[config.mk]
export PLATFORM = sky130hd
export DESIGN_NAME = fpe_lane
export DESIGN_NICKNAME = d
export VERILOG_FILES = /design/src/design/fpe_pkg.sv /design/src/design/fpe_lane.sv
export SDC_FILE = /design/constraint.sdc
export NUM_CORES = 2
export LEC_CHECK = 0
export ABC_CLOCK_PERIOD_IN_PS = 29300
export BUFFER_PORTS_ARGS = -buffer_cell sky130_fd_sc_hd__buf_2
export CAP_MARGIN = 15
export CORE_ASPECT_RATIO = 1.2
export CORE_MARGIN = 4
export CORE_UTILIZATION = 30
export DETAILED_ROUTE_END_ITERATION = 6
export GPL_ROUTABILITY_DRIVEN = 0
export HOLD_SLACK_MARGIN = 0.05
export PLACE_DENSITY_LB_ADDON = 0.1
export SLEW_MARGIN = 5
export SYNTH_ARGS = -nofsm -noshare
export SYNTH_HDL_FRONTEND = slang
export SYNTH_SLANG_ARGS = --single-unit
[constraint.sdc]
create_clock -name clk -period 29.3 [get_ports clk]
set_input_delay 4.395 -clock clk [delete_from_list [all_inputs] [get_ports clk]]
set_output_delay 4.395 -clock clk [all_outputs]
set_load 0.005 [all_outputs]
[src/design/fpe_pkg.sv]
// shared constants, types and tables for the four-point pose estimator
// used by every module of the block, no dependencies
`default_nettype none

package fpe_pkg;

  localparam int PIXEL_BITS = 10;
  localparam int ANGLE_BITS = 16;

  // coordinate sums and centered deviations (deviation is 4*p - sum)
  localparam int SUM_W = PIXEL_BITS + 2;
  localparam int DEV_W = PIXEL_BITS + 4;
  localparam int SQ_W  = 2 * DEV_W - 3;
  localparam int Q_W   = SQ_W + 2;
  localparam int TERM_W = DEV_W + 14;
  localparam int ACC_W  = TERM_W + 4;

  // root of q * 2^24, one result bit per stage
  localparam int ROOT_FRAC   = 12;
  localparam int QPAD_W      = 2 * ((Q_W + 1) / 2);
  localparam int ROOT_STAGES = QPAD_W / 2 + ROOT_FRAC;
  localparam int ROOT_W      = ROOT_STAGES;
  localparam int REM_W       = ROOT_W + 4;

  // position scaling
  localparam int K_W     = 22;
  localparam logic [K_W-1:0] RINK_K = K_W'(2453393);
  localparam int NUM_W   = SUM_W + K_W + 2;
  localparam int DIV_W   = ROOT_W + 1;
  localparam int POS_W   = 16;
  localparam int CMP_W   = DIV_W + POS_W;
  localparam int DIV_LAT = POS_W + 2;

  // arctangent
  localparam int CORDIC_STEPS = 30;
  localparam int NORM_BIT     = 40;
  localparam int SH_W         = 6;
  localparam int X_W          = NORM_BIT + 4;
  localparam int Y_W          = X_W + 1;
  localparam int Z_W          = 33;
  localparam int MAG_W        = ANGLE_BITS - 1;
  localparam int CORDIC_LAT   = CORDIC_STEPS + 3;
  localparam logic [MAG_W-1:0] QUARTER = MAG_W'(1 << (ANGLE_BITS - 2));

  // alignment of the two result paths
  localparam int POS_LAT = ROOT_STAGES + DIV_LAT;
  localparam int ANG_DLY = POS_LAT - CORDIC_LAT;

  localparam int NPTS = 4;

  // centered star pattern, 1/1000 cm
  localparam logic signed [15:0] STAR_U [0:NPTS-1] = '{
    -16'sd273, -16'sd273, -16'sd10836, 16'sd11382
  };
  localparam logic signed [15:0] STAR_V [0:NPTS-1] = '{
    16'sd11694, -16'sd17306, -16'sd323, 16'sd5935
  };

  // atan(2^-i) in units of pi/2^31
  localparam logic [31:0] ATAN_TBL [0:CORDIC_STEPS-1] = '{
    32'h20000000, 32'h12E4051E, 32'h09FB385B, 32'h051111D4, 32'h028B0D43,
    32'h0145D7E1, 32'h00A2F61E, 32'h00517C55, 32'h0028BE53, 32'h00145F2F,
    32'h000A2F98, 32'h000517CC, 32'h00028BE6, 32'h000145F3, 32'h0000A2FA,
    32'h0000517D, 32'h000028BE, 32'h0000145F, 32'h00000A30, 32'h00000518,
    32'h0000028C, 32'h00000146, 32'h000000A3, 32'h00000051, 32'h00000029,
    32'h00000014, 32'h0000000A, 32'h00000005, 32'h00000003, 32'h00000001
  };

  typedef struct packed {
    logic qnz;
    logic num_zero;
    logic den_zero;
    logic neg;
  } fpe_flags_t;

endpackage

`default_nettype wire

[src/design/fpe_lane.sv]
// one point lane: deviation, squared distance and star cross terms
// depends on fpe_pkg
`default_nettype none

module fpe_lane (
  input  wire logic                              clk,
  input  wire logic                              en,
  input  wire logic [fpe_pkg::PIXEL_BITS-1:0]    px,
  input  wire logic [fpe_pkg::PIXEL_BITS-1:0]    py,
  input  wire logic [fpe_pkg::SUM_W-1:0]         sx,
  input  wire logic [fpe_pkg::SUM_W-1:0]         sy,
  input  wire logic signed [15:0]                star_u,
  input  wire logic signed [15:0]                star_v,
  output logic [fpe_pkg::SQ_W-1:0]               sq_r,
  output logic signed [fpe_pkg::TERM_W-1:0]      num_r,
  output logic signed [fpe_pkg::TERM_W-1:0]      den_r
);

  localparam int DW = fpe_pkg::DEV_W;
  localparam int PW = 2 * DW;
  localparam int TW = DW + 16;

  logic signed [DW-1:0] dx, dy;
  logic signed [PW-1:0] sq_full;
  logic signed [TW-1:0] num_full, den_full;

  assign dx = $signed(DW'({px, 2'b00})) - $signed(DW'(sx));
  assign dy = $signed(DW'({py, 2'b00})) - $signed(DW'(sy));

  always_comb begin
    sq_full  = dx * dx + dy * dy;
    num_full = TW'(star_v * dx) - TW'(star_u * dy);
    den_full = TW'(star_u * dx) + TW'(star_v * dy);
  end

  always_ff @(posedge clk) begin
    if (en) begin
      sq_r  <= sq_full[fpe_pkg::SQ_W-1:0];
      num_r <= num_full[fpe_pkg::TERM_W-1:0];
      den_r <= den_full[fpe_pkg::TERM_W-1:0];
    end
  end

endmodule

`default_nettype wire

After elaboration in Yosys (flattened, before gate mapping)
Cells that the tools add are included.

storage, ports and cells
  input port bits = 78
  register bits after elaboration = 81
  logic and storage cells = 14
  output and inout port bits = 81

operators by class
  multiply operators = 6
  $add $sub $neg = 5

operators with widths
  cell            count
  $mul 16x13->28  4
  $mul 13x13->25  2
  $add 28x28->28  1
  $sub 28x28->28  1
  $sub 12x12->13  2
  $add 25x25->25  1

Logic depth before layout (Yosys ltp)
  word-level depth = 3
  depth in mapped cells = 38
  gate-level depth less buffers = 35

Worst setup path after synthesis
Ideal clock, no wire load.

  path type = input-to-reg
  from = input sx[0] (netlist name)
  to = register num_r[27] (netlist name), data pin
  path buffers = 4
  data arrival time = 12392 ps
  setup time = 263 ps
  required time = 29037 ps
  stages on the path = 35
  setup slack = 16644 ps
  cell sequence = clkbuf_1 inv_1 clkbuf_1 ha_1 a21o_1 a21oi_1 nand2b_1 a21oi_1 o21ai_0 nand2b_1 xor2_1 clkbuf_1 clkbuf_1 nand2_1 fa_1 inv_1 fa_1 fa_1 inv_1 fa_1 inv_1 fa_1 fa_1 inv_1 fa_1 inv_1 ha_1 or3_1 a211oi_1 o21a_1 a21oi_1 or4_4 a31o_1 o41ai_4 xnor2_1

between the ends
  longest elaborated chain between the ends = 3

RTL lines
  item                  RTL line        text
  start, declared       fpe_lane.sv:10  input wire logic [fpe_pkg::SUM_W-1:0] sx,
  $sub 12x12->13        fpe_lane.sv:27  assign dx = $signed(DW'({px, 2'b00})) - $signed(DW'(sx));
  $mul 16x13->28        fpe_lane.sv:32  num_full = TW'(star_v * dx) - TW'(star_u * dy);
  $sub 28x28->28        fpe_lane.sv:32
  via num_full[27]      fpe_lane.sv:25  logic signed [TW-1:0] num_full, den_full;
  end signal, assigned  fpe_lane.sv:39  num_r <= num_full[fpe_pkg::TERM_W-1:0];
  end, declared         fpe_lane.sv:15  output logic signed [fpe_pkg::TERM_W-1:0] num_r,

The timed path passes the listed nets, and every way through them passes these cells.
A chain may end at the register's enable or synchronous reset.

Final worst setup path
  from = input sy[0] (netlist name)
  to = register den_r[25] (netlist name), data pin

between the ends
  longest elaborated chain between the ends = 3

RTL lines
  item                  RTL line        text
  start, declared       fpe_lane.sv:11  input wire logic [fpe_pkg::SUM_W-1:0] sy,
  $sub 12x12->13        fpe_lane.sv:28  assign dy = $signed(DW'({py, 2'b00})) - $signed(DW'(sy));
  $mul 16x13->28        fpe_lane.sv:33  den_full = TW'(star_u * dx) + TW'(star_v * dy);
  $add 28x28->28        fpe_lane.sv:33
  via den_full[25]      fpe_lane.sv:25
  end signal, assigned  fpe_lane.sv:40  den_r <= den_full[fpe_pkg::TERM_W-1:0];
  end, declared         fpe_lane.sv:16  output logic signed [fpe_pkg::TERM_W-1:0] den_r

The timed path passes the listed nets, and every way through them passes these cells.

==> flow_summary.toml <==
[status]
run_status = "finished with violations"
violations = "DRC"

[global_routing]
grt_overflow = 0
grt_pass1_vias = 33820
grt_max_degree = 48
antenna_found_initial = 5
grt_usage_pct = 17.29
grt_pass1_wl_mm = 204.8

[logic_synthesis]
synthCells = 4753
synth.avg_cell_area_um2 = 9.504
synth_edf_count = 81
ys.flop_type = "edfxtp_1"
ys_ff_latch = 81
syn-num-nets = 6397
ys_seq_area_share_pct = 5.385
async_flop_share_pct = 0
yosys_warnings = 0
syn-cell-area_um2 = 45170
ys_types = 59

[worst_setup_path]
slowest_stage = "a2111oi_0"
path_common_cell = "fa_1"
crit_fanout = 46
arrival_ns = 13.89
critPathKind = "primary input to flip-flop"
crit_required_ns = 29.50
end_kind = "flip-flop"
start_kind = "primary input"
critPathMaxStageDelay_ns = 0.73

[clocking]
cts-root-buf = "clkbuf_16"
ctsHoldBuffers = 0
cts_resized = 0
cts_max_level = 3
clockBufferDepth = 2
cts_tree = "built"
post_cts_buffers = 0
clkSlewWorstSetupHoldPaths_ns = 0.09
cts_buffers = 9
clkSinkCount = 81

[drt]
ant_nets = 0
dr.pass1.iters = 7
remaining_drc_errors = 1
wire_per_inst_um = 18.81
drt-initial-drc-count = 1364
vias = 29970
viasPerCell = 4.428
routed_wirelength_mm = 127.3

[min_path]
hp-class = "primary input to flip-flop"

[die]
ios = 159
die_h_um = 433.1
start_util_pct = 30.29
coreArea_um2 = 149100
fp.dieW_um = 362.2
die_area_um2 = 156900
row_count = 155

[timing]
fmax_ghz = 0.07308
fin_setup_tns_ns = 0
max_slew_margin_pct = 22.81
rsz0062_at_grt = "false"
finalCritPeriodShare_pct = 46.70
tightestPinTransition_ns = 1.158
hold_violations = 0
drv_slew = 0
min_period_ns = 13.68
finalSetupViolations = 0

[placed_design]
io_buffers = 158
detailed_place_hpwl_mm = 100.4

[final_layout]
fin_nets = 6443
syn2layout_area_growth_pct = 7.698
layout_common_cells = "inv_1, fa_1, nand2_1, ha_1, and2_1"
final_common_cell = "inv_1"
fillCellCount = 15720
drive_gt1_share_pct = 5.412

[job]
maxCapViolCount = 0
==> per-layer routing <==
metal / wire length (µm) / global-route usage, % / vias to the layer above / part of all wire (%)
li1: - / - / 13600 / -
met1: 57890 / 23.78 / 15930 / 45
met5: 20 / 0 / - / 0.016
met3: 3391 / 1.433 / 39 / 2.7
met4: 1384 / 2.630 / 2 / 1.1
met2: 64650 / 30.41 / 407 / 51
==> cell usage after synthesis, drive strengths merged, types with 2 or more instances <==
cell     number  area, µm²
a2111oi       4      60.06
a211o         5      43.79
a211oi        8      60.06
a21o         31      232.7
a21oi        73      365.4
a221oi        2      17.52
a31o          5      43.79
a31oi        11      68.82
and2        329       2058
and3          6      37.54
and3b         3      26.28
buf           6      22.52
clkbuf      174      653.1
clkinv        3      11.26
edfxtp       81       2432
fa         1196      23940
ha          370       4629
inv        1403       5266
mux2i         3      30.03
nand2       575       2158
nand2b       34      212.7
nand3        10      50.05
nand4         4      25.02
nor2        144      540.5
nor2b         4      25.02
nor3         11      55.05
o2111ai       4      35.03
o211ai        5      37.54
o21a         12      90.09
o21ai        33      165.2
o21ba         2      20.02
o21bai       16      120.1
o22ai         2      12.51
o311ai        2      17.52
o31ai         2      15.01
or3           5      31.28
or4           2      18.77
xnor2       131       1155
xor2         29      254.0
==> logic make-up after synthesis <==
logic type      count (synthesis)  share of synthesized area, %
flops                          81                         5.385
buf+inv                      1586                         13.18
fa+ha+maj                    1566                         63.25
xor+xnor                      160                         3.119
other cells                     1                      0.008302
compound gates                222                         3.252
mux                             4                       0.09141
simple gates                 1133                         11.71
==> metrics by stage <==
| step | util, % | setup slack (ns) | hold WS [ns] | instance area [µm²] | instances |
|---|---|---|---|---|---|
| 6_report | 32.62 | 15.62 | 4.460 | 48650 | 6768 |
| 5_1_grt | 32.62 | 15.10 | 4.461 | 48640 | 6766 |
| 4_1_cts | 32.62 | 15.73 | 4.408 | 48640 | 6766 |
| 3_5_place_dp | 32.42 | 15.23 | 4.793 | 48360 | 6750 |
| 3_3_place_gp | 32.42 | 15.34 | 4.789 | 48360 | 6750 |
| 2_1_floorplan | - | 16.64 | 4.508 | 45170 | 4753 |
==> sequential cells by signal (all words and copies together), names as in the netlist <==
signal	cells
sq_r	25
num_r	28
den_r	28
==> path summary, 6_finish.rpt <==
path / cells after the start / slack, ns / end / from
worst max-delay path: 30 / 15.62 / den_r[25]$_DFFE_PP_ / sy[0]
worst min-delay path: 2 / 4.46 / sq_r[0]$_DFFE_PP_ / sy[0]
==> final cells by class <==
cell class	count	area, µm²	area share (%)
Multi-Input combinational cell	3086	36970	76.00
Inverter	1406	5278	10.85
Tap cell	1962	2455	5.046
Sequential cell	81	2432	5.000
Timing Repair Buffer	215	1221	2.510
Clock buffer	9	225.2	0.4630
Clock inverter	7	61.31	0.1260
Antenna cell	2	5.005	0.01029
==> critical path, delay by kind of cell <==
| kind | cells | cell delay (ns) |
|---|---|---|
| compound gates | 10 | 2.81 |
| xor+xnor | 2 | 0.22 |
| fa+ha+maj | 9 | 4.19 |
| buf+inv | 5 | 1.44 |
| simple gates | 4 | 0.78 |
Power is left out: the tool's default activity adds up to more than one toggle a clock period on the data nets, which glitch-free logic cannot reach.
