`config.mk`:
```
export PLATFORM = sky130hd
export DESIGN_NAME = fpe_isqrt
export DESIGN_NICKNAME = d
export VERILOG_FILES = /design/src/design/fpe_pkg.sv /design/src/design/fpe_isqrt.sv
export SDC_FILE = /design/constraint.sdc
export NUM_CORES = 2
export LEC_CHECK = 0
export ABC_AREA = 0
export BUFFER_PORTS_ARGS = -buffer_cell sky130_fd_sc_hd__buf_2
export CAP_MARGIN = 20
export CORE_ASPECT_RATIO = 1.1
export CORE_UTILIZATION = 30
export DETAILED_ROUTE_END_ITERATION = 7
export HOLD_SLACK_MARGIN = 0.12
export PLACE_DENSITY = 0.49
export SLEW_MARGIN = 40
export SYNTH_ARGS = -nofsm -noshare
export SYNTH_HDL_FRONTEND = slang
export SYNTH_SLANG_ARGS = --single-unit
```
`constraint.sdc`:
```
create_clock -name clk -period 4.25 [get_ports clk]
set_input_delay 0.6375 -clock clk [delete_from_list [all_inputs] [get_ports clk]]
set_output_delay 0.6375 -clock clk [all_outputs]
set_load 0.03 [all_outputs]
```
`src/design/fpe_pkg.sv`:
```
// shared constants, types and tables for the four-point pose estimator
// used by every module of the block, no dependencies
`default_nettype none

package fpe_pkg;

  localparam int PIXEL_BITS = 10;
  localparam int ANGLE_BITS = 16;

  // coordinate sums and centered deviations (deviation is 4*p - sum)
  localparam int SUM_W = PIXEL_BITS + 2;
  localparam int DEV_W = PIXEL_BITS + 4;
  localparam int SQ_W  = 2 * DEV_W - 3;
  localparam int Q_W   = SQ_W + 2;
  localparam int TERM_W = DEV_W + 14;
  localparam int ACC_W  = TERM_W + 4;

  // root of q * 2^24, one result bit per stage
  localparam int ROOT_FRAC   = 12;
  localparam int QPAD_W      = 2 * ((Q_W + 1) / 2);
  localparam int ROOT_STAGES = QPAD_W / 2 + ROOT_FRAC;
  localparam int ROOT_W      = ROOT_STAGES;
  localparam int REM_W       = ROOT_W + 4;

  // position scaling
  localparam int K_W     = 22;
  localparam logic [K_W-1:0] RINK_K = K_W'(2453393);
  localparam int NUM_W   = SUM_W + K_W + 2;
  localparam int DIV_W   = ROOT_W + 1;
  localparam int POS_W   = 16;
  localparam int CMP_W   = DIV_W + POS_W;
  localparam int DIV_LAT = POS_W + 2;

  // arctangent
  localparam int CORDIC_STEPS = 30;
  localparam int NORM_BIT     = 40;
  localparam int SH_W         = 6;
  localparam int X_W          = NORM_BIT + 4;
  localparam int Y_W          = X_W + 1;
  localparam int Z_W          = 33;
  localparam int MAG_W        = ANGLE_BITS - 1;
  localparam int CORDIC_LAT   = CORDIC_STEPS + 3;
  localparam logic [MAG_W-1:0] QUARTER = MAG_W'(1 << (ANGLE_BITS - 2));

  // alignment of the two result paths
  localparam int POS_LAT = ROOT_STAGES + DIV_LAT;
  localparam int ANG_DLY = POS_LAT - CORDIC_LAT;

  localparam int NPTS = 4;

  // centered star pattern, 1/1000 cm
  localparam logic signed [15:0] STAR_U [0:NPTS-1] = '{
    -16'sd273, -16'sd273, -16'sd10836, 16'sd11382
  };
  localparam logic signed [15:0] STAR_V [0:NPTS-1] = '{
    16'sd11694, -16'sd17306, -16'sd323, 16'sd5935
  };

  // atan(2^-i) in units of pi/2^31
  localparam logic [31:0] ATAN_TBL [0:CORDIC_STEPS-1] = '{
    32'h20000000, 32'h12E4051E, 32'h09FB385B, 32'h051111D4, 32'h028B0D43,
    32'h0145D7E1, 32'h00A2F61E, 32'h00517C55, 32'h0028BE53, 32'h00145F2F,
    32'h000A2F98, 32'h000517CC, 32'h00028BE6, 32'h000145F3, 32'h0000A2FA,
    32'h0000517D, 32'h000028BE, 32'h0000145F, 32'h00000A30, 32'h00000518,
    32'h0000028C, 32'h00000146, 32'h000000A3, 32'h00000051, 32'h00000029,
    32'h00000014, 32'h0000000A, 32'h00000005, 32'h00000003, 32'h00000001
  };

  typedef struct packed {
    logic qnz;
    logic num_zero;
    logic den_zero;
    logic neg;
  } fpe_flags_t;

endpackage

`default_nettype wire

```
`src/design/fpe_isqrt.sv`:
```
// pipelined square root of q * 2^24, one result bit per stage
// depends on fpe_pkg
`default_nettype none

module fpe_isqrt (
  input  wire logic                        clk,
  input  wire logic                        en,
  input  wire logic [fpe_pkg::Q_W-1:0]     q,
  output logic [fpe_pkg::ROOT_W-1:0]       root
);

  localparam int QP = fpe_pkg::QPAD_W;
  localparam int N  = fpe_pkg::ROOT_STAGES;
  localparam int RW = fpe_pkg::REM_W;
  localparam int OW = fpe_pkg::ROOT_W;

  logic [QP-1:0] q_r    [1:N];
  logic [RW-1:0] rem_r  [1:N];
  logic [OW-1:0] root_r [1:N];

  for (genvar j = 0; j < N; j++) begin : g_stage
    logic [QP-1:0] q_s;
    logic [RW-1:0] rem_s, remx, trial;
    logic [OW-1:0] root_s;
    logic [1:0]    pair;

    if (j == 0) begin : g_first
      assign q_s    = QP'(q);
      assign rem_s  = '0;
      assign root_s = '0;
    end else begin : g_next
      assign q_s    = q_r[j];
      assign rem_s  = rem_r[j];
      assign root_s = root_r[j];
    end

    // low pairs of the shifted operand are zero
    if (j < QP / 2) begin : g_pair
      assign pair = q_s[QP-1-2*j -: 2];
    end else begin : g_zero
      assign pair = 2'b00;
    end

    assign remx  = {rem_s[RW-3:0], pair};
    assign trial = RW'({root_s, 2'b01});

    always_ff @(posedge clk) begin
      if (en) begin
        q_r[j+1] <= q_s;
        if (remx >= trial) begin
          rem_r[j+1]  <= remx - trial;
          root_r[j+1] <= {root_s[OW-2:0], 1'b1};
        end else begin
          rem_r[j+1]  <= remx;
          root_r[j+1] <= {root_s[OW-2:0], 1'b0};
        end
      end
    end
  end

  assign root = root_r[N];

endmodule

`default_nettype wire

```
After elaboration in Yosys (flattened, before gate mapping)
Memory sizes are Yosys's and may differ from the RTL's. Cells that the tools add are included.

Multiplexer cells: 210. Add/subtract/negate cells: 26. $lt $le $gt $ge: 26. Bitwise gates (word level): 52.

Operator list (count): $mux W30 (26); $ge A30 B28 Y1 (25); $sub A30 B28 Y30 (25); $mux W26 (26); $mux W1 (158); $or A1 B1 Y1 (52); $sub A1 B1 Y2 const B (1); $ge A1 B1 Y1 const B (1).

Bits in registers: 0. Output and inout port bits: 26. RAM bits: 2184. Word-level logic and storage cells: 317. Memories kept: 3.

Memories: rem_r (depth 26, bits a word 30, rd ports 25, clocked after Yosys merged registers in 0, wr ports 26, RTL line fpe_isqrt.sv:18) `logic [RW-1:0] rem_r [1:N];`; q_r (depth 26, bits a word 28, rd ports 25, clocked after Yosys merged registers in 0, wr ports 26, RTL line fpe_isqrt.sv:17) `logic [QP-1:0] q_r [1:N];`; root_r (depth 26, bits a word 26, rd ports 26, clocked after Yosys merged registers in 0, wr ports 26, RTL line fpe_isqrt.sv:19) `logic [OW-1:0] root_r [1:N];`.

Depth between registers and ports, before layout
An unclocked memory read counts as a cell.

Word-level depth: 6. Gate-level depth with buffers: 16.

Worst setup path before layout
No wires, ideal clock.

Path type: input to register. From: in en. To: reg, netlist name rem_r[0][690]. Required time: 3.825 ns. Library setup time: 0.425 ns. Stages on the path: 5. Setup slack: 0.812 ns. Buffers on the path: 5. Arrival: 3.013 ns. Path through: clkbuf_1 > clkbuf_1 > clkbuf_1 > clkbuf_1 > clkbuf_1.

RTL lines: start, declared (RTL line fpe_isqrt.sv:7) `input wire logic en,`.

==> results by group <==
Yosys
  • Yosys cell types: 80
  • Top_reg_cell synth: edfxtp_1
  • Synth Warn #: 0
  • Register area share after synthesis: 57.80%
  • Cell Area, Synth: 61200 um2
  • Asr flop ratio synth: 0%
  • #FFs+latches synth: 1178
  • Syn Nets: 5612
  • Syn avg cell area: 11.73 um2
  • Gate Count Post-Synth: 5218
  • EDFF count, synth: 1178

Power
  • PwrDens: 487.2 nW/um2
  • Total power draw: 0.03404 W
  • VDD IR-drop max: roughly 0.42 mV
  • Static leakage power: between 20 and 30 nW

Timing
  • Relative slew margins: between 40% and 50%
  • Final worst-path cycle share: ~90%
  • RSZ-0062 raised after global routing: no
  • Clock Skew: 0.03310 ns
  • Worst-margin pin slew: 0.7872 ns
  • Setup_tns: 0 ns
  • Endpoints failing setup: 0
  • Hold Fails Final Rpt: 0
  • Final Max Slew Viols: 0
  • Hold_ws: between 0.2 and 0.25 ns
  • F_max: 253.8 MHz
  • Fin crit period: 3.940 ns

Worst setup path
  • Cells on worst reg2reg path: 11
  • Critical path depth: 11
  • Critical path cell sequence: ha_1, a211oi_1, o21ai_0, a2111oi_1, buf_4, o211ai_1, a31oi_1, o31ai_1, or2_2, a2111oi_0, xor2_1
  • Top delay family on crit path: compound AO/OA/AOI/OAI gates
  • Worst r2r src: rem_r[0][631]
  • Critical Path RT: 4.72 ns
  • Worst path buffer plus inverter count: 1
  • Setup crit end kind: register
  • Critical path's largest stage delay: 0.56 ns
  • Largest fanout on the critical path: 4
  • Arr. time, crit path: 4.41 ns
  • Startpoint types: register
  • CP startpoint: rem_r[0][631]
  • Crit Path Class: register to register
  • CP max stage cell: a2111oi_1

Clocking
  • Clock latency at the later pin of the worst-skew pair: 0.77 ns
  • Root buffer cell: clkbuf_16
  • Clock transition at path regs: 0.06 ns
  • Clock Tree Buf Depth: 3
  • H-tree lvl count: 4
  • TritonCTS Buffers: 135
  • Clk sinks: around 1200
  • CTS tree: yes

Status
  • Outcome: completed

Detailed routing
  • Routed Wire Length: 124000 um
  • Vias/cell: roughly 4.7
  • Residual DRC: 0
  • Post-route ant nets: 0
  • Initial DRC count: 1914
  • Wirelength per Cell: between 15 and 20 um
  • Detailed Routing Iterations Pass 1: 5
  • Vias post-DR: ~38000

Placed design
  • Placed insts: between 7000 and 8000
  • IO Port Bufs: 54
  • Final GP Congestion: 0.8434
  • DP HPWL: roughly 91000 um

Floorplanning
  • Chip height: 475.7 um
  • Die X: 432.6 um
  • Rows: about 170
  • Die area: about 210000 um2
  • Initial Utilization: 30.24%
  • Core outline area: 202400 um2
  • IO Pins: 55

Layout
  • Post-layout util: 34.53%
  • Final nets: 5782
  • Area delta synth->final: 14.18%
  • Fillers: approximately 20000
  • Share of cells above drive strength 1: 7.787%
  • Layout Cells excl Fill: a little over 8000

Run
  • Max-Cap Viols: 0

Worst hold path
  • HP Class: input port to register
  • HP Start: en
  • Hold Crit Depth: 1

Global routing
  • All-Layer GR Usage: about an eighth
  • Vias in the first global route: just under 40000
  • First-pass GRT wire length: about 200000 um
  • Antenna violations before repair: 1
  • Largest net degree at the start of global routing: 110
  • Total gr overflow: 0
==> final cells by class <==
| cell class | instances | area (um2) | area share, % |
|---|---|---|---|
| Tap cell | 2712 | 3393 | 4.856 |
| Antenna cell | 1 | 2.502 | 0.003581 |
| Sequential cell | 1178 | 35370 | 50.62 |
| Clock buffer | 161 | 3540 | 5.066 |
| Timing Repair Buffer | 151 | 1202 | 1.721 |
| Inverter | 465 | 1745 | 2.498 |
| Clock inverter | 84 | 945.9 | 1.354 |
| Multi-Input combinational cell | 3457 | 23670 | 33.88 |
==> routing by layer <==
metal  GRT usage, %  wire [um]
met2          22.07      63530
met3          1.942       4008
met5              0          0
met4          4.954       4165
met1          13.72      52340
==> layout by cell type, fill, tap and decap left out, drive strengths merged, types with 95 or more instances in the layout <==
| master | synthesis | final |
|---|---|---|
| nor2 | 348 | 348 |
| nand3 | 95 | 95 |
| buf | 16 | 124 |
| ha | 354 | 354 |
| xor2 | 249 | 249 |
| o21ai | 313 | 313 |
| xnor2 | 253 | 253 |
| edfxtp | 1178 | 1178 |
| clkbuf | 102 | 161 |
| nor3 | 137 | 137 |
| a21o | 130 | 130 |
| nand2 | 401 | 401 |
| inv | 465 | 473 |
| a21oi | 291 | 291 |
==> what timing repair did <==
action	in CTS	in global routing
endpoints found under the hold margin	29	0
endpoints found under the setup margin	0	16
hold buffers	27	0
buffers inserted	0	0
resized for setup	0	3
==> power breakdown <==
part	internal [W]	total (W)	switching, W	leakage [nW]
clock	0.00697	0.0118	0.00479	2.19
combinational	0.00284	0.00650	0.00366	13.3
sequential	0.0147	0.0158	0.00104	11.0
total	0.0245	0.0340	0.00950	26.5
==> metrics by stage <==
step                      setup slack, ns  instance area (um2)
after floorplan                    0.8121                61200
after global placement             0.2147                65030
after detailed placement           0.1444                65100
after CTS                          0.1088                69860
after global routing              0.06431                69870
final                              0.3099                69870
==> cells in the mapped netlist, drive strengths merged, types with 7 or more instances <==
library cell | instances | area share, %
edfxtp | 1178 | 58
inv | 465 | 2.9
nor4 | 70 | 0.72
nand2b | 74 | 0.76
or3b | 7 | 0.10
nor2b | 53 | 0.54
o211ai | 29 | 0.36
nand4 | 37 | 0.38
or2 | 17 | 0.17
nand3b | 12 | 0.15
nand3 | 95 | 0.78
xnor2 | 253 | 3.6
xor2 | 249 | 3.6
a211oi | 30 | 0.39
mux2i | 7 | 0.11
a41oi | 7 | 0.10
o21ai | 313 | 2.6
or4 | 37 | 0.46
o21a | 70 | 0.86
or3 | 74 | 0.76
a21boi | 15 | 0.18
buf | 16 | 0.13
and2 | 16 | 0.16
o31ai | 29 | 0.36
a211o | 9 | 0.14
clkbuf | 102 | 0.63
nor4b | 22 | 0.31
o2111ai | 8 | 0.11
mux2 | 59 | 1.1
fa | 11 | 0.36
o21bai | 31 | 0.38
or4b | 8 | 0.13
nor3 | 137 | 1.1
a21oi | 291 | 2.4
a21o | 130 | 1.6
a2111oi | 13 | 0.20
and3 | 27 | 0.28
nand2 | 401 | 2.5
ha | 354 | 7.2
a31oi | 26 | 0.27
nor2 | 348 | 2.1
o41ai | 12 | 0.17
==> state kept, by name, summed over array words and instances (netlist names) <==
name and flops:
q_r 182, rem_r 656, root_r 340
==> kinds of logic (layout without fill, tap and decap cells) <==
| group | Yosys count | in the layout | share of synthesized area [%] |
|---|---|---|---|
| other | 0 | 1 | 0 |
| DFF | 1178 | 1178 | 57.80 |
| and+or+nand+nor | 1451 | 1451 | 11.66 |
| adders and majority gates | 365 | 365 | 7.597 |
| xor gates and xnor gates | 502 | 502 | 7.184 |
| muxes | 66 | 66 | 1.200 |
| AOI/OAI and AO/OA | 1073 | 1073 | 10.95 |
| buffers and inverters | 583 | 861 | 3.609 |
==> worst paths after layout <==
path | to | slack (ns)
worst min register to register | q_r[0][65] | 0.42
worst max register to register | rem_r[0][683] | 0.31
worst min-delay path | rem_r[0][70] | 0.24
worst max-delay path | rem_r[0][683] | 0.31
(Power assumes the default switching activity.)
