### src/design/fpe_pkg.sv
// shared constants, types and tables for the four-point pose estimator
// used by every module of the block, no dependencies
`default_nettype none

package fpe_pkg;

  localparam int PIXEL_BITS = 10;
  localparam int ANGLE_BITS = 16;

  // coordinate sums and centered deviations (deviation is 4*p - sum)
  localparam int SUM_W = PIXEL_BITS + 2;
  localparam int DEV_W = PIXEL_BITS + 4;
  localparam int SQ_W  = 2 * DEV_W - 3;
  localparam int Q_W   = SQ_W + 2;
  localparam int TERM_W = DEV_W + 14;
  localparam int ACC_W  = TERM_W + 4;

  // root of q * 2^24, one result bit per stage
  localparam int ROOT_FRAC   = 12;
  localparam int QPAD_W      = 2 * ((Q_W + 1) / 2);
  localparam int ROOT_STAGES = QPAD_W / 2 + ROOT_FRAC;
  localparam int ROOT_W      = ROOT_STAGES;
  localparam int REM_W       = ROOT_W + 4;

  // position scaling
  localparam int K_W     = 22;
  localparam logic [K_W-1:0] RINK_K = K_W'(2453393);
  localparam int NUM_W   = SUM_W + K_W + 2;
  localparam int DIV_W   = ROOT_W + 1;
  localparam int POS_W   = 16;
  localparam int CMP_W   = DIV_W + POS_W;
  localparam int DIV_LAT = POS_W + 2;

  // arctangent
  localparam int CORDIC_STEPS = 30;
  localparam int NORM_BIT     = 40;
  localparam int SH_W         = 6;
  localparam int X_W          = NORM_BIT + 4;
  localparam int Y_W          = X_W + 1;
  localparam int Z_W          = 33;
  localparam int MAG_W        = ANGLE_BITS - 1;
  localparam int CORDIC_LAT   = CORDIC_STEPS + 3;
  localparam logic [MAG_W-1:0] QUARTER = MAG_W'(1 << (ANGLE_BITS - 2));

  // alignment of the two result paths
  localparam int POS_LAT = ROOT_STAGES + DIV_LAT;
  localparam int ANG_DLY = POS_LAT - CORDIC_LAT;

  localparam int NPTS = 4;

  // centered star pattern, 1/1000 cm
  localparam logic signed [15:0] STAR_U [0:NPTS-1] = '{
    -16'sd273, -16'sd273, -16'sd10836, 16'sd11382
  };
  localparam logic signed [15:0] STAR_V [0:NPTS-1] = '{
    16'sd11694, -16'sd17306, -16'sd323, 16'sd5935
  };

  // atan(2^-i) in units of pi/2^31
  localparam logic [31:0] ATAN_TBL [0:CORDIC_STEPS-1] = '{
    32'h20000000, 32'h12E4051E, 32'h09FB385B, 32'h051111D4, 32'h028B0D43,
    32'h0145D7E1, 32'h00A2F61E, 32'h00517C55, 32'h0028BE53, 32'h00145F2F,
    32'h000A2F98, 32'h000517CC, 32'h00028BE6, 32'h000145F3, 32'h0000A2FA,
    32'h0000517D, 32'h000028BE, 32'h0000145F, 32'h00000A30, 32'h00000518,
    32'h0000028C, 32'h00000146, 32'h000000A3, 32'h00000051, 32'h00000029,
    32'h00000014, 32'h0000000A, 32'h00000005, 32'h00000003, 32'h00000001
  };

  typedef struct packed {
    logic qnz;
    logic num_zero;
    logic den_zero;
    logic neg;
  } fpe_flags_t;

endpackage

`default_nettype wire

### src/design/fpe_div.sv
// position scaler: round(s * k / r) by restoring division, saturating at 16 bits
// depends on fpe_pkg
`default_nettype none

module fpe_div (
  input  wire logic                         clk,
  input  wire logic                         en,
  input  wire logic [fpe_pkg::SUM_W-1:0]    s,
  input  wire logic [fpe_pkg::ROOT_W-1:0]   r,
  output logic [fpe_pkg::POS_W-1:0]         pos,
  output logic                              sat
);

  localparam int NW = fpe_pkg::NUM_W;
  localparam int DW = fpe_pkg::DIV_W;
  localparam int CW = fpe_pkg::CMP_W;
  localparam int PW = fpe_pkg::POS_W;

  logic [NW-1:0] n_r;
  logic [DW-1:0] d0_r;

  logic [NW-1:0] rem_r [0:PW];
  logic [DW-1:0] d_r   [0:PW];
  logic          sat_r [0:PW];
  logic [PW-1:0] quo_r [0:PW];

  // numerator 2*s*k + r over 2*r gives the rounded quotient
  always_ff @(posedge clk) begin
    if (en) begin
      n_r  <= ((NW'(s) * NW'(fpe_pkg::RINK_K)) << 1) + NW'(r);
      d0_r <= {r, 1'b0};
    end
  end

  always_ff @(posedge clk) begin
    if (en) begin
      rem_r[0] <= n_r;
      d_r[0]   <= d0_r;
      sat_r[0] <= CW'(n_r) >= {d0_r, {PW{1'b0}}};
      quo_r[0] <= '0;
    end
  end

  for (genvar j = 0; j < PW; j++) begin : g_stage
    logic [CW-1:0] sub;
    logic          take;

    assign sub  = CW'(d_r[j]) << (PW - 1 - j);
    assign take = CW'(rem_r[j]) >= sub;

    always_ff @(posedge clk) begin
      if (en) begin
        rem_r[j+1] <= take ? NW'(CW'(rem_r[j]) - sub) : rem_r[j];
        d_r[j+1]   <= d_r[j];
        sat_r[j+1] <= sat_r[j];
        quo_r[j+1] <= {quo_r[j][PW-2:0], take};
      end
    end
  end

  assign sat = sat_r[PW];
  assign pos = sat_r[PW] ? {PW{1'b1}} : quo_r[PW];

endmodule

`default_nettype wire

### config.mk
export PLATFORM = sky130hd
export DESIGN_NAME = fpe_div
export DESIGN_NICKNAME = d
export VERILOG_FILES = /design/src/design/fpe_pkg.sv /design/src/design/fpe_div.sv
export SDC_FILE = /design/constraint.sdc
export NUM_CORES = 2
export LEC_CHECK = 0
export ABC_AREA = 1
export BUFFER_PORTS_ARGS = -buffer_cell sky130_fd_sc_hd__buf_2
export CAP_MARGIN = 20
export CORE_ASPECT_RATIO = 1.2
export CORE_UTILIZATION = 29
export CTS_CLUSTER_DIAMETER = 60
export DETAILED_ROUTE_END_ITERATION = 8
export PLACE_DENSITY = 0.46
export RECOVER_POWER = 100
export SYNTH_ARGS = -nofsm -noshare
export SYNTH_HDL_FRONTEND = slang
export SYNTH_SLANG_ARGS = --single-unit
### constraint.sdc
create_clock -name clk -period 5.8 [get_ports clk]
set_clock_uncertainty 0.2 [all_clocks]
set_input_delay 0.58 -clock clk [delete_from_list [all_inputs] [get_ports clk]]
set_output_delay 0.58 -clock clk [all_outputs]
set_load 0.05 [all_outputs]
## Word-level counts from Yosys, hierarchy flattened

Memories as Yosys holds them, arrays and structs flattened.
Index checks and enable logic that the tools add are counted.
W data, S select, Z words.

- Register bits after elaboration: 62
- Memory bits (writable): 1360
- Bits of input ports: 40
- Word-level logic and storage cells: 60
- Memories kept: 4

Memories:

| name | words | width | rd ports | clocked after memory_dff | wr ports | RTL line | text |
|---|---|---|---|---|---|---|---|
| rem_r | 17 | 36 | 16 | 0 | 17 | fpe_div.sv:22 | `logic [NW-1:0] rem_r [0:PW];` |
| d_r | 17 | 27 | 16 | 0 | 17 | fpe_div.sv:23 | `logic [DW-1:0] d_r [0:PW];` |
| quo_r | 17 | 16 | 17 | 0 | 17 | fpe_div.sv:25 | `logic [PW-1:0] quo_r [0:PW];` |
| sat_r | 17 | 1 | 17 | 0 | 17 | fpe_div.sv:24 | `logic sat_r [0:PW];` |

- Add/sub/neg operators: 17
- $mul: 1
- Magnitude comparators: 17
- Muxes and demuxes: 19

Operator list:

| operator | number |
|---|---|
| $mux W36 | 16 |
| $sub A36 B36 Y36 | 7 |
| $ge A36 B43 Y1 | 1 |
| $ge A36 B42 Y1 | 1 |
| $ge A36 B41 Y1 | 1 |
| $ge A36 B40 Y1 | 1 |
| $ge A36 B39 Y1 | 1 |
| $ge A36 B38 Y1 | 1 |
| $ge A36 B37 Y1 | 1 |
| $add A35 B26 Y36 | 1 |
| $ge A36 B27 Y1 | 1 |
| $ge A36 B28 Y1 | 1 |
| $ge A36 B29 Y1 | 1 |
| $ge A36 B30 Y1 | 1 |
| $ge A36 B31 Y1 | 1 |
| $ge A36 B32 Y1 | 1 |
| $ge A36 B33 Y1 | 1 |
| $ge A36 B34 Y1 | 1 |
| $ge A36 B35 Y1 | 1 |
| $ge A36 B36 Y1 | 1 |
| $sub A36 B27 Y36 | 1 |
| $sub A36 B28 Y36 | 1 |
| $sub A36 B29 Y36 | 1 |
| $sub A36 B30 Y36 | 1 |
| other kinds (8) | 9 |

## Depth between registers and ports, before layout

An unclocked memory read counts as a cell.

- Depth in word-level cells: 3
- Gate-level depth with buffers: 32

## Worst setup path before layout

OpenSTA, ideal clock, no wires.

- Path type: input to register
- Start: in s[9] in the netlist's numbering
- End: reg n_r[29], data pin
- Library setup time: 0.258 ns
- Arrival: 5.679 ns
- Data required time: 5.342 ns
- Path slack: -0.338 ns
- Cell stages on the path: 27
- Path buffers: 0
- Path through: fa_1 > inv_1 > fa_1 > inv_1 > fa_1 > fa_1 > inv_1 > fa_1 > inv_1 > ha_1 > nand2_1 > inv_1 > nand2_1 > nand2_1 > nand2_1 > nand2_1 > a31oi_1 > xnor2_1 > ha_1 > nand2_1 > nor4_1 > nand3_1 > nand3_1 > nand3_1 > nand2_1 > nand2_1 > xor2_1

- Longest elaborated chain between the ends: 2

Ends and longest elaborated chain:

| element | RTL line | text |
|---|---|---|
| start: declaration | fpe_div.sv:8 | `input wire logic [fpe_pkg::SUM_W-1:0] s,` |
| $mul A12 B22 Y34 | fpe_div.sv:30 | `n_r <= ((NW'(s) * NW'(fpe_pkg::RINK_K)) << 1) + NW'(r);` |
| $add A35 B26 Y36 | fpe_div.sv:30 |  |
| end signal: assignment | fpe_div.sv:30 |  |
| end: declaration | fpe_div.sv:19 | `logic [NW-1:0] n_r;` |

No other way between the ends.
A chain may end at the register's enable or synchronous reset.

## Worst setup path after layout

- Start: in s[3] in the netlist's numbering
- End: reg n_r[28], data pin

Same word-level chain as after synthesis.

==> results_dict.tcl <==
set metrics [dict create \
    reg2reg_depth 11 \
    violations "capacitance limit, slew limit" \
    hold_ws_ps 184 \
    syn_inst 7682 \
    r2r_end "rem_r[0][368]$_DFFE_PP_" \
    core_mm2 0.246 \
    grt_max_degree 157 \
    synth-edff-count 1190 \
    dieArea_mm2 0.250 \
    status "finished, violations left" \
    vias 54300 \
    synth_flop_cell "edfxtp_1" \
    worst_slack_ps 273 \
    final_nets 8760 \
    tightest_slew_ps 3930 \
    boundaryPins 57 \
    drive_gt1_share_pct 7.63 \
    period_share_pct 95.3 \
    final_common_cell "nand2_1" \
    portBuffers 56 \
    rsz0062_at_grt "yes" \
    start_util_pct 29.3 \
    p_per_area_mw_per_mm2 570 \
    firstDrtPassIters 7 \
    rows 199 \
    clk_path_buf_depth 4 \
    clkLatencyLatePin_ps 850 \
    synth_seq_area_share_pct 49.8 \
    hold_violations 0 \
    gp_congestion 0.908 \
    crit_type "in2reg" \
    cp.required_ps 6180 \
    cp.arrival_ps 5900 \
    syn_to_final_growth_pct 15.8 \
    synth_cell_types 57 \
    async_reset_ff_share_pct 0 \
    drcViolationCount 0 \
    numCtsBuffers 165 \
    cap_viol_max_count 16 \
    hold_end "quo_r[12][3]$_DFFE_PP_" \
    dp_slack_ps -620 \
    clkSinkCount 1190 \
    wire_per_inst_um 21.0 \
    n_fill_cell 25300 \
    fmax_mhz 181 \
    detail-route-antenna-nets 0 \
    tritoncts "done" \
    post-dp-hpwl_mm 199 \
    relSlewSlack_pct -162 \
    routed_wl_mm 240 \
    die_x_um 456 \
    drtIter0Drc 2651 \
    timing.hold.worst.start "quo_r[11][2]$_DFFE_PP_" \
    critPathMaxFanout 6 \
    fp.dieH_um 547 \
    synth_nets 8347 \
    antenna_found_initial 5 \
    syn_area_mm2 0.0718 \
    htree_levels 4 \
    startpoint_type "input pin" \
    critPathCaptureType "flop" \
    grt_pass1_wl_mm 354 \
    reg2reg_from "d_r[0][246]$_DFFE_PP_" \
    maxSlewViolCount 1137 \
    syn-mean-instance-area_um2 9.35 \
    peakVddDrop_mv 0.711 \
    grt_util_all_layers_pct 18.9 \
    holdPathStages 0 \
    p_leak_nw 35.1 \
    timing.reg2reg.setup_slack_ps 570 \
    cts-root-buf "clkbuf_16" \
    layout.cells.most_common_list "nand2_1, edfxtp_1, inv_1, nor2_1, a21oi_1" \
    worstHoldPathType "reg2reg" \
    grt_pass1_vias 57100 \
    synth-seq-cells 1190 \
    ys_warn_count 0 \
    finalSetupViolCount 0 \
    path_clk_slew_ps 60 \
    gr-total-overflow 0 \
    routed_via_density 4.74 \
    min_period_ps 5530 \
    p_total_mw 47.3 \
]
registers in the layout, indices dropped and copies added, names as in the netlist:
register and cells:
sat_r 17, d_r 400, quo_r 136, n_r 36, rem_r 576, d0_r 25
worst max-delay path by stage:
stage,from,slack [ps],to,cells past startpoint
after CTS,s[3],280,n_r[29]$_DFFE_PP_,29
after detailed placement,s[3],-620,n_r[29]$_DFFE_PP_,29
final,s[3],270,n_r[28]$_DFFE_PP_,27
after global routing,s[3],-20,n_r[33]$_DFFE_PP_,28
after floorplan,s[11],-0.9,n_r[29]$_DFFE_PP_,25
after global placement,s[3],-630,n_r[34]$_DFFE_PP_,32
cell families (layout without fill, tap and decap cells):
| group | count (synthesis) | count (layout) | share of synthesized area [%] |
|---|---|---|---|
| and+or+nand+nor | 2960 | 2960 | 17.4 |
| AOI/OAI and AO/OA | 1305 | 1305 | 10.0 |
| buffers and inverters | 1260 | 1798 | 6.81 |
| DFF | 1190 | 1190 | 49.8 |
| adders and majority gates | 625 | 625 | 11.8 |
| xor gates and xnor gates | 342 | 342 | 4.17 |
| other | 0 | 1 | 0 |
metrics by stage:
| stage | TNS (ps) | std cells | cell area, µm² | util, % |
|---|---|---|---|---|
| after floorplan | -0.862 | 7682 | 72000 | - |
| after global placement | -9040 | 11100 | 77700 | 31.7 |
| after detailed placement | -9030 | 11100 | 77800 | 31.7 |
| after CTS | 0 | 11400 | 83300 | 33.9 |
| after global routing | -56.8 | 11400 | 83100 | 33.9 |
| final | 0 | 11400 | 83100 | 33.9 |
Yosys cell counts (all sizes together), types with 14 or more instances:
cell type	n	share of area [%]
nor4	74	0.67
o21bai	49	0.51
edfxtp	1190	50
nor3	91	0.65
nand2	1654	8.7
or2	40	0.35
nand3	299	2.2
xnor2	177	2.2
o21a	20	0.21
o211ai	18	0.20
xor2	165	2.0
a211oi	14	0.15
fa	91	2.5
ha	534	9.3
a21oi	581	4.1
o21ai	489	3.5
nand3b	37	0.39
a21boi	26	0.27
buf	64	0.55
nand4	110	0.97
nor2	643	3.4
inv	1190	6.2
a21o	61	0.64
a31oi	29	0.25
area by class of cell:
type | instances | area, µm² | share of cell area, %
Sequential cell | 1190 | 35700 | 43.0
Multi-Input combinational cell | 5232 | 31400 | 37.7
Timing Repair Buffer | 316 | 2210 | 2.66
Clock inverter | 111 | 1090 | 1.31
Antenna cell | 1 | 2.50 | 0.00301
Tap cell | 3216 | 4020 | 4.84
Clock buffer | 181 | 4230 | 5.09
Inverter | 1190 | 4470 | 5.37
critical path, stage by stage:
cell and delay, ps:
buf_2 140, buf_4 180, ha_1 310, inv_1 60, fa_1 550, inv_1 60, fa_1 480, fa_1 540
inv_1 50, fa_1 520, inv_1 60, ha_4 240, nand2_2 90, inv_1 50, a21oi_2 150, nand2_1 100
a21oi_1 170, xnor2_1 190, ha_2 360, a21oi_1 170, o21ai_0 110, a21oi_1 180, nand3_2 140, buf_4 160
inv_1 60, nor2_1 50, xor2_1 140
power breakdown:
group          total (mW)  switching [mW]  internal [mW]  leakage [nW]
clock                9.99            4.01           5.98          2.57
sequential           13.1            1.14           11.9          11.6
combinational        24.3            14.5           9.83          20.9
total                47.3            19.6           27.7          35.1
layer usage:
layer	routed length, µm	part of all wire (%)	GRT usage (%)
met1	84500	35	18.1
met4	15200	6.3	10.8
met2	134000	56	38.4
met5	0	0	0
met3	5820	2.4	1.84
repair_timing:
| action | CTS | global route |
|---|---|---|
| endpoints found under the setup margin | 0 | 8 |
| hold buffers | 27 | 0 |
| hold endpoints to repair | 33 | 0 |
| buffers inserted | 0 | 4 |
| resized for setup | 0 | 19 |
Note: power is estimated with default switching activity, not from simulation.
